===== src/design/hkpm_pkg.sv =====
package hkpm_pkg;

    // Field widths
    localparam int CHAN_W   = 8;
    localparam int HUE_W    = 9;
    localparam int IN_W     = 24;
    localparam int OUT_W    = 40;
    localparam int CFG_IDX_W = 1;

    // Divider widths: 60 * num fits in 14 bits, quotient never exceeds 60
    localparam int PROD_W   = 14;
    localparam int QUO_W    = 6;

    // Sector bases and wrap point in degrees
    localparam logic [HUE_W-1:0] BASE_RED   = 9'd0;
    localparam logic [HUE_W-1:0] BASE_GREEN = 9'd120;
    localparam logic [HUE_W-1:0] BASE_BLUE  = 9'd240;
    localparam logic [HUE_W-1:0] BASE_WRAP  = 9'd360;
    localparam logic [HUE_W:0]   HUE_FULL   = 10'd360;

    // Window after reset
    localparam logic [HUE_W-1:0] HUE_LOW_RST  = 9'd40;
    localparam logic [HUE_W-1:0] HUE_HIGH_RST = 9'd80;

    // Register indexes
    localparam logic [CFG_IDX_W-1:0] REG_HUE_LOW  = 1'b0;
    localparam logic [CFG_IDX_W-1:0] REG_HUE_HIGH = 1'b1;

    // Word carried between pipeline stages
    typedef struct packed {
        logic [CHAN_W-1:0] red;
        logic [CHAN_W-1:0] green;
        logic [CHAN_W-1:0] blue;
        logic [HUE_W-1:0]  base;
        logic              sub;
        logic [CHAN_W-1:0] den;
        logic [PROD_W-1:0] rem;
        logic [QUO_W-1:0]  quo;
    } hkpm_stage_t;

    // Two restoring divide steps for quotient bits pos and pos-1
    function automatic logic [PROD_W+1:0] div_pair(
        input logic [PROD_W-1:0] rem,
        input logic [CHAN_W-1:0] den,
        input logic [2:0]        pos
    );
        logic [PROD_W:0]   trial;
        logic [PROD_W-1:0] dsh;
        logic [PROD_W-1:0] r;
        logic [1:0]        q;
        r = rem;
        q = 2'b00;
        dsh = {6'b0, den} << pos;
        trial = {1'b0, r} - {1'b0, dsh};
        if (!trial[PROD_W]) begin
            r    = trial[PROD_W-1:0];
            q[1] = 1'b1;
        end
        dsh = {6'b0, den} << (pos - 3'd1);
        trial = {1'b0, r} - {1'b0, dsh};
        if (!trial[PROD_W]) begin
            r    = trial[PROD_W-1:0];
            q[0] = 1'b1;
        end
        return {r, q};
    endfunction

endpackage


===== src/design/hue_key_pixel_mask_unit.sv =====
// Hue color key. Throughput one word per cycle when m_tready does not stall the
// output; the six-stage pipeline (sector decode, multiply by 60, three 2-bit
// divide stages, hue/window compare) fills bubbles.
// Reset (aresetn low, synchronous) empties every stage and loads the
// window 40..80.
module hue_key_pixel_mask_unit (
    input  logic                            aclk,
    input  logic                            aresetn,
    // Config write port
    input  logic                            cfg_wr_en,
    input  logic [hkpm_pkg::CFG_IDX_W-1:0]  cfg_addr,
    input  logic [hkpm_pkg::HUE_W-1:0]      cfg_wdata,
    // Input pixel: red_in [7:0], green_in [15:8], blue_in [23:16]
    input  logic                            s_tvalid,
    output logic                            s_tready,
    input  logic [hkpm_pkg::IN_W-1:0]       s_tdata,
    // Output: red_out [7:0], green_out [15:8], blue_out [23:16],
    // hue_deg [32:24], zeros [39:33]
    output logic                            m_tvalid,
    input  logic                            m_tready,
    output logic [hkpm_pkg::OUT_W-1:0]      m_tdata,
    // Output flag: kept [0]
    output logic                            m_tuser
);
    import hkpm_pkg::*;

    localparam int NSTG = 5;

    logic [HUE_W-1:0]  hue_low_reg;
    logic [HUE_W-1:0]  hue_high_reg;
    logic              valid_reg [NSTG];
    hkpm_stage_t       stage_reg [NSTG];
    hkpm_stage_t       stage_next [NSTG];
    logic              en [NSTG];
    logic              out_en;
    logic              out_valid_reg;
    logic [CHAN_W-1:0] red_out_reg;
    logic [CHAN_W-1:0] green_out_reg;
    logic [CHAN_W-1:0] blue_out_reg;
    logic [HUE_W-1:0]  hue_out_reg;
    logic              kept_reg;
    logic [CHAN_W-1:0] r_in;
    logic [CHAN_W-1:0] g_in;
    logic [CHAN_W-1:0] b_in;
    logic [CHAN_W-1:0] num_in;
    logic [HUE_W:0]    hue_sum;
    logic [HUE_W-1:0]  hue_next;
    logic              keep_next;

    // Configuration registers
    always_ff @(posedge aclk) begin
        if (!aresetn) begin
            hue_low_reg  <= HUE_LOW_RST;
            hue_high_reg <= HUE_HIGH_RST;
        end else if (cfg_wr_en) begin
            case (cfg_addr)
                REG_HUE_LOW:  hue_low_reg  <= cfg_wdata;
                REG_HUE_HIGH: hue_high_reg <= cfg_wdata;
                default: ;
            endcase
        end
    end

    // Stage enables: a stage advances when empty or when the next one advances
    assign out_en = !out_valid_reg || m_tready;
    always_comb begin
        en[NSTG-1] = !valid_reg[NSTG-1] || out_en;
        for (int i = NSTG - 2; i >= 0; i--) begin
            en[i] = !valid_reg[i] || en[i+1];
        end
    end
    assign s_tready = en[0];

    // Stage 0: pick the sector, numerator and denominator
    assign r_in = s_tdata[7:0];
    assign g_in = s_tdata[15:8];
    assign b_in = s_tdata[23:16];

    always_comb begin
        stage_next[0]       = '0;
        stage_next[0].red   = r_in;
        stage_next[0].green = g_in;
        stage_next[0].blue  = b_in;
        stage_next[0].base  = BASE_RED;
        stage_next[0].sub   = 1'b0;
        stage_next[0].den   = 8'd1;
        num_in              = '0;
        if (r_in > g_in && g_in >= b_in) begin
            stage_next[0].base = BASE_RED;
            num_in             = g_in - b_in;
            stage_next[0].den  = r_in - b_in;
        end else if (g_in >= r_in && r_in > b_in) begin
            stage_next[0].base = BASE_GREEN;
            stage_next[0].sub  = 1'b1;
            num_in             = r_in - b_in;
            stage_next[0].den  = g_in - b_in;
        end else if (g_in > b_in && b_in >= r_in) begin
            stage_next[0].base = BASE_GREEN;
            num_in             = b_in - r_in;
            stage_next[0].den  = g_in - r_in;
        end else if (b_in >= g_in && g_in > r_in) begin
            stage_next[0].base = BASE_BLUE;
            stage_next[0].sub  = 1'b1;
            num_in             = g_in - r_in;
            stage_next[0].den  = b_in - r_in;
        end else if (b_in > r_in && r_in >= g_in) begin
            stage_next[0].base = BASE_BLUE;
            num_in             = r_in - g_in;
            stage_next[0].den  = b_in - g_in;
        end else if (r_in >= b_in && b_in > g_in) begin
            stage_next[0].base = BASE_WRAP;
            stage_next[0].sub  = 1'b1;
            num_in             = b_in - g_in;
            stage_next[0].den  = r_in - g_in;
        end
        // grey falls through with zero numerator: quotient and hue are zero
        stage_next[0].rem = {6'b0, num_in};
    end

    // Stage 1: multiply numerator by 60 as 64x - 4x
    always_comb begin
        stage_next[1]     = stage_reg[0];
        stage_next[1].rem = (stage_reg[0].rem << 6) - (stage_reg[0].rem << 2);
    end

    // Stages 2..4: two quotient bits each, most significant first
    for (genvar j = 0; j < 3; j++) begin : g_div
        logic [PROD_W+1:0] step;
        assign step = div_pair(stage_reg[j+1].rem, stage_reg[j+1].den, 3'(5 - 2 * j));
        always_comb begin
            stage_next[j+2]     = stage_reg[j+1];
            stage_next[j+2].rem = step[PROD_W+1:2];
            stage_next[j+2].quo = {stage_reg[j+1].quo[QUO_W-3:0], step[1:0]};
        end
    end

    // Pipeline registers
    always_ff @(posedge aclk) begin
        if (!aresetn) begin
            for (int i = 0; i < NSTG; i++) begin
                valid_reg[i] <= 1'b0;
            end
        end else begin
            if (en[0]) begin
                valid_reg[0] <= s_tvalid;
            end
            for (int i = 1; i < NSTG; i++) begin
                if (en[i]) begin
                    valid_reg[i] <= valid_reg[i-1];
                end
            end
        end
    end

    always_ff @(posedge aclk) begin
        if (en[0] && s_tvalid) begin
            stage_reg[0] <= stage_next[0];
        end
        for (int i = 1; i < NSTG; i++) begin
            if (en[i] && valid_reg[i-1]) begin
                stage_reg[i] <= stage_next[i];
            end
        end
    end

    // Final stage: apply sector base, wrap 360, test the window
    always_comb begin
        if (stage_reg[NSTG-1].sub) begin
            hue_sum = {1'b0, stage_reg[NSTG-1].base} - {4'b0, stage_reg[NSTG-1].quo};
        end else begin
            hue_sum = {1'b0, stage_reg[NSTG-1].base} + {4'b0, stage_reg[NSTG-1].quo};
        end
        if (hue_sum >= HUE_FULL) begin
            hue_sum = hue_sum - HUE_FULL;
        end
        hue_next  = hue_sum[HUE_W-1:0];
        keep_next = (hue_next >= hue_low_reg) && (hue_next <= hue_high_reg);
    end

    // Output register
    always_ff @(posedge aclk) begin
        if (!aresetn) begin
            out_valid_reg <= 1'b0;
        end else if (out_en) begin
            out_valid_reg <= valid_reg[NSTG-1];
        end
    end

    always_ff @(posedge aclk) begin
        if (out_en && valid_reg[NSTG-1]) begin
            red_out_reg   <= keep_next ? stage_reg[NSTG-1].red   : '0;
            green_out_reg <= keep_next ? stage_reg[NSTG-1].green : '0;
            blue_out_reg  <= keep_next ? stage_reg[NSTG-1].blue  : '0;
            hue_out_reg   <= hue_next;
            kept_reg      <= keep_next;
        end
    end

    assign m_tvalid = out_valid_reg;
    assign m_tdata  = {7'b0, hue_out_reg, blue_out_reg, green_out_reg, red_out_reg};
    assign m_tuser  = kept_reg;

`ifndef SYNTH
    // A masked word carries black
    a_mask_black: assert property (@(posedge aclk) disable iff (!aresetn)
        (m_tvalid && !m_tuser) |-> (m_tdata[23:0] == 24'd0))
        else $error("masked word is not black");

    // Hue stays below a full turn
    a_hue_range: assert property (@(posedge aclk) disable iff (!aresetn)
        m_tvalid |-> (hue_out_reg < HUE_FULL[HUE_W-1:0] || hue_out_reg == 9'd0))
        else $error("hue out of range");

    // A kept word lies inside the window
    a_kept_window: assert property (@(posedge aclk) disable iff (!aresetn)
        (m_tvalid && m_tuser) |->
            (hue_out_reg >= hue_low_reg && hue_out_reg <= hue_high_reg))
        else $error("kept word outside window");

    // Input stalls only when the first stage holds a word
    a_stall_full: assert property (@(posedge aclk) disable iff (!aresetn)
        !s_tready |-> valid_reg[0])
        else $error("input stalled with empty first stage");
`endif

endmodule

===== config.mk =====
export PLATFORM = sky130hd
export DESIGN_NAME = hue_key_pixel_mask_unit
export DESIGN_NICKNAME = d
export VERILOG_FILES = /design/src/design/hkpm_pkg.sv /design/src/design/hue_key_pixel_mask_unit.sv
export SDC_FILE = /design/constraint.sdc
export NUM_CORES = 1
export LEC_CHECK = 0
export BUFFER_PORTS_ARGS = -buffer_cell sky130_fd_sc_hd__buf_2
export CAP_MARGIN = 25
export CORE_MARGIN = 1.5
export CORE_UTILIZATION = 55
export DETAILED_ROUTE_END_ITERATION = 7
export GPL_ROUTABILITY_DRIVEN = 1
export PLACE_DENSITY = 0.77
export REMOVE_ABC_BUFFERS = 1
export SETUP_SLACK_MARGIN = 0.4
export SYNTH_ARGS = -nofsm -noshare
export SYNTH_HDL_FRONTEND = slang
export SYNTH_SLANG_ARGS = --single-unit

===== constraint.sdc =====
create_clock -name aclk -period 5.7 [get_ports aclk]
set_input_delay 0.57 -clock aclk [delete_from_list [all_inputs] [get_ports aclk]]
set_output_delay 0.57 -clock aclk [all_outputs]
set_load 0.05 [all_outputs]

==> Word level (Yosys, flattened, before mapping) <==
Memory sizes are Yosys's and may differ from the RTL's.
Index checks and enable logic that the tools add are counted.
{ "totals": {"reg_bits": 53, "word_cells": 137, "out_inout_bits": 43, "latchBits": 0, "mem_count": 2, "mem_bits_rw": 315, "rom_bits": 0} }
{ "memory_table": {"columns": ["name", "depth", "word_bits", "read_ports", "rd_clocked_by_memory_dff", "wr", "line_no", "source"], "rows": [
  ["stage_reg", 5, 62, 5, 0, 5, "hue_key_pixel_mask_unit.sv:32", "hkpm_stage_t stage_reg [NSTG];"],
  ["valid_reg", 5, 1, 5, 0, 5, "hue_key_pixel_mask_unit.sv:31", "logic valid_reg [NSTG];"]
]} }
{ "classes": {"reduce_logical": 27, "n_mul": 0, "muxes": 63, "n_div": 0, "n_bitwise": 6, "eq_ne": 0, "magnitude_cmp": 15, "add_sub_neg": 16, "shift": 0} }
{ "op_table": {"columns": ["op", "count"], "rows": [
  ["$mux W14", 6],
  ["$mux W8", 9],
  ["$mux W18", 3],
  ["$ge A8 B8 Y1", 6],
  ["$gt A8 B8 Y1", 6],
  ["$sub A8 B8 Y8", 6],
  ["$mux W1", 40],
  ["$mux W9", 4],
  ["$sub A14 B10 Y15", 1],
  ["$sub A14 B11 Y15", 1],
  ["$sub A14 B12 Y15", 1],
  ["$sub A14 B13 Y15", 1],
  ["$sub A14 B8 Y15", 1],
  ["$sub A14 B9 Y15", 1],
  ["$sub A14 B14 Y14", 1],
  ["$logic_and A1 B1 Y1", 13],
  ["$add A9 B6 Y10", 1],
  ["$ge A10 B9 Y1 const B", 1],
  ["$mux W10", 1],
  ["$sub A9 B6 Y10", 1],
  ["$ge A9 B9 Y1", 1],
  ["$le A9 B9 Y1", 1],
  ["$sub A9 B9 Y9 const B", 1],
  ["$logic_not A1 Y1", 6],
  ["4 further kinds", 14]
]} }

==> Logic depth before layout (Yosys ltp) <==
{ "logic_depth": {"ltp_word": 11, "ltp_mapped": 20, "mapped_depth_nobuf": 18} }

==> Least setup slack after synthesis <==
OpenSTA, ideal clock, no wires.
{ "synth_timing": {"path_type": "register -> register", "from": "register out_valid_reg, in the netlist m_tvalid, read port of valid_reg", "to": "memory stage_reg[0][100] (netlist bit) (enable)", "period_less_slack_ns": 5.393, "n_path_buf": 1, "setup_ns": 0.534, "arrival_time_ns": 4.859, "setup_slack_ns": 0.307, "required_ns": 5.166, "path_stages_with_launch": 6, "cell_sequence": "dfxtp_1 nor2b_1 and2_1 and3_1 clkbuf_1 a21boi_0"} }
{ "synth_rtl": {"columns": ["item", "line_no", "source"], "rows": [
  ["from (decl)", "hue_key_pixel_mask_unit.sv:36", "logic out_valid_reg;"],
  ["to (decl)", "hue_key_pixel_mask_unit.sv:32", null]
]} }

==> results.cfg <==
[placement]
gp_congestion = 0.9956
place_ws_ns = 0.8477
dpl.hpwl_mm = 25.85
placement.io_buffers = 74

[synth]
most_common_cell_in_the_synthesized_netlist = edfxtp_1
synth_unique_cells = 93
synth.top_cells.by_count = edfxtp_1, ha_1, inv_1
ys_async_sr_fraction_pct = 0
synth.avg_cell_area_um2 = 11.65
synthFlopType = edfxtp_1
syn_area_um2 = 16720
edff_count_synth = 277
post_synthesis_cell_count = 1435
netlist_top_cells_area = edfxtp_1, ha_1, a21oi_1, xnor2_1, inv_1
synth_top_area_share_pct = 49.75
ys_ff_latch = 296
synth_warnings = 0
post-synth-top-area-cell = edfxtp_1
yosysSeqAreaShare_pct = 52.03

[final_layout]
final.fill_count = 2308
largest_register_ffs = 238
flow.area_growth_from_synthesis_pct = 10.16
num_antenna_cells = 0
nNetsFinal = 1680
fraction_of_final_layout_cells_with_drive_strength_greater_than_1_pct = 14.40

[routing]
wl_per_cell_um = 18.04
post-route-drc-count = 0
met3WireLength_mm = 1.811
wl_met1_mm = 14.43
antenna_left = 0
drt-total-wl_mm = 34.61
vias_per_cell = 5.888
routed-via-count = 11290
routed-wl-met2_mm = 17.12
highest-signal-layer = met4
drt_pass1_iterations = 5
initialDrtViolationCount = 849

[critical_path]
worstPathCellList = nor3_1 > nor2_1 > xnor2_1 > ha_1 > or4b_1 > o22ai_2 > a21oi_1 > xor2_1 > a21oi_2 > nor2_2 > xor2_1 > ha_1 > o21a_1 > o21a_1 > o41ai_1 > o21ai_1 > buf_4 > nor3b_1
crit_path_start_kind = flop
worstPathMaxFanout = 25
crit_path_end_kind = flop
timing.setup.critical_path_class = reg -> reg
worst_path_max_delay_cell = edfxtp_1
worstPathArrival_ns = 5.13
cp_slowest_stage_delay_ns = 0.49
cp.required_ns = 6.06

[sta]
worst_slew_pin_slew_ns = 0.9813
final.setup.tns_ns = 0
final-hold-violation-count = 0
slew_headroom_pct = 33.75
setup_repair_after_global_routing_missed_its_margin = false
post-route-period-util_pct = 83.77
final_max_slew_viol_count = 0
finalClockSkew_ns = 0.01934
final_critical_path_setup_slack_ns = 0.9249
report.final.setup_viol = 0
timing.fmax_mhz = 209.4
timing.final.crit_period_ns = 4.775

[floorplanning]
io_pins = 82
core_area_um2 = 29800
die-area_um2 = 31450
die-width_um = 177.4
floorplan.initialDensity_pct = 56.11
placement_rows = 63
die_h_um = 177.4

[power_and_ir_drop]
powerDensity_nw_per_um2 = 314.4
power.share.clock_pct = 32.5
share_comb_of_total_power_pct = 23.0
switchingPower_mw = 1.578
worst_ir_drop_vdd_v = 0.0002150
seq_power_share_pct = 44.6
power.share.switching_pct = 27.25
static-leakage-power_nw = 7.117
p_int_mw = 4.213

[run_status]
outcome = completed

[global_route]
global_route.overflow_total = 0
first_pass_grt_wire_length_mm = 55.97
maximum_number_of_pins_on_one_net_before_global_route_repair = 55
first_global_vias = 11220
initial_antenna_violation_count = 0
grt_use_total_pct = 22.35

[flow_run]
max_cap_viol_count = 0

[clock_network]
cts.hold.buffers_added = 0
cts_max_path_buffers = 3
clk_root_buffer_cell = clkbuf_16
htree_levels = 1
clk_pin_slew_worst_paths_ns = 0.06
cts_bufs_inserted = 29
clock_sinks = 296
clk-insertion-delay-late_ns = 0.56
cts_tree = yes

[hold_path]
min_path_type = in -> reg
## critical path, delay by kind of cell (launching register included)
family	cells	cell delay [ns]
AO/OA/AOI/OAI	7	1.11
XOR/XNOR	3	0.75
adder cells (fa/ha/maj)	2	0.65
buffers and inverters	1	0.23
flip-flops	1	0.49
AND/OR/NAND/NOR	5	1.36
## cell families after synthesis
logic type	share of synthesized area (%)
XOR/XNOR	3.772
multiplexers	2.709
other	0.02243
AND/OR/NAND/NOR	11.73
buffers and inverters	4.445
adder cells (fa/ha/maj)	10.67
AO/OA/AOI/OAI	14.62
flip-flops	52.03
## layout by cell type, fill, tap and decap left out, types with 15 or more instances in the layout
cell,instances
edfxtp_1,277
ha_1,124
inv_1,108
nand2_1,94
nor2_1,87
a21oi_1,86
buf_2,74
xnor2_1,48
o21ai_0,43
clkbuf_16,29
nor3_1,27
nor3b_1,26
nor2b_1,25
a21o_1,23
xor2_1,23
o21a_1,21
mux2_2,19
dfxtp_1,19
nand2b_1,18
o211ai_1,18
nand3_1,17
mux2i_1,15
a31oi_1,15
## power groups by stage
stage | logic [mW] | clock network, mW | registers, mW
after global routing | 1.46 | 2.01 | 2.59
after floorplan | 1.00 | 0 | 2.62
after CTS | 1.31 | 1.91 | 2.58
after detailed placement | 1.30 | 0 | 2.63
final | 1.33 | 1.88 | 2.58
after global placement | 1.26 | 0 | 2.62
## area by class of cell
cell class	count	area [um^2]	area share, %
sequential	296	8698	47.23
clock inverter	11	125.1	0.6794
inverter	108	405.4	2.201
clock buffer	43	833.3	4.525
multi-input combinational	981	7351	39.91
timing repair buffer	89	515.5	2.799
tap	390	488.0	2.650
## path summary, 6_finish.rpt
kind / startpoint / endpoint / slack, ns / depth (start not counted)
worst max-delay path: stage_reg[0][248] / blue_out_reg[0] / 0.92 / 18
worst min-delay path: cfg_wdata[3] / hue_low_reg[3] / 0.26 / 3
worst max register to register: stage_reg[0][248] / blue_out_reg[0] / 0.92 / 18
worst min register to register: stage_reg[0][38] / stage_reg[0][100] / 0.41 / 0
## what timing repair did
item                                   in CTS  in global routing
setup endpoints to repair                   0                 21
gates resized for setup                     0                  2
endpoints found under the hold margin       0                  0
setup buffers                               0                  2
## per-stage QoR
step	total power [mW]	instances	area [um^2]	hold WS, ns	utilization (%)
3_5_place_dp	3.928	1860	17390	0.4045	58.35
5_1_grt	6.065	1918	18420	0.2362	61.81
2_1_floorplan	3.618	1385	16400	0.4003	-
3_3_place_gp	3.878	1860	17390	0.4005	58.35
6_report	5.791	1918	18420	0.2634	61.81
4_1_cts	5.810	1914	18340	0.2396	61.56
## layer usage
layer  GRT usage (%)  up-vias
li1                -     5452
met1           27.69     5398
met2           39.79      363
met3           2.699       81
met4           8.718        0
met5               0        -
Power figures use the tool's default switching activity.
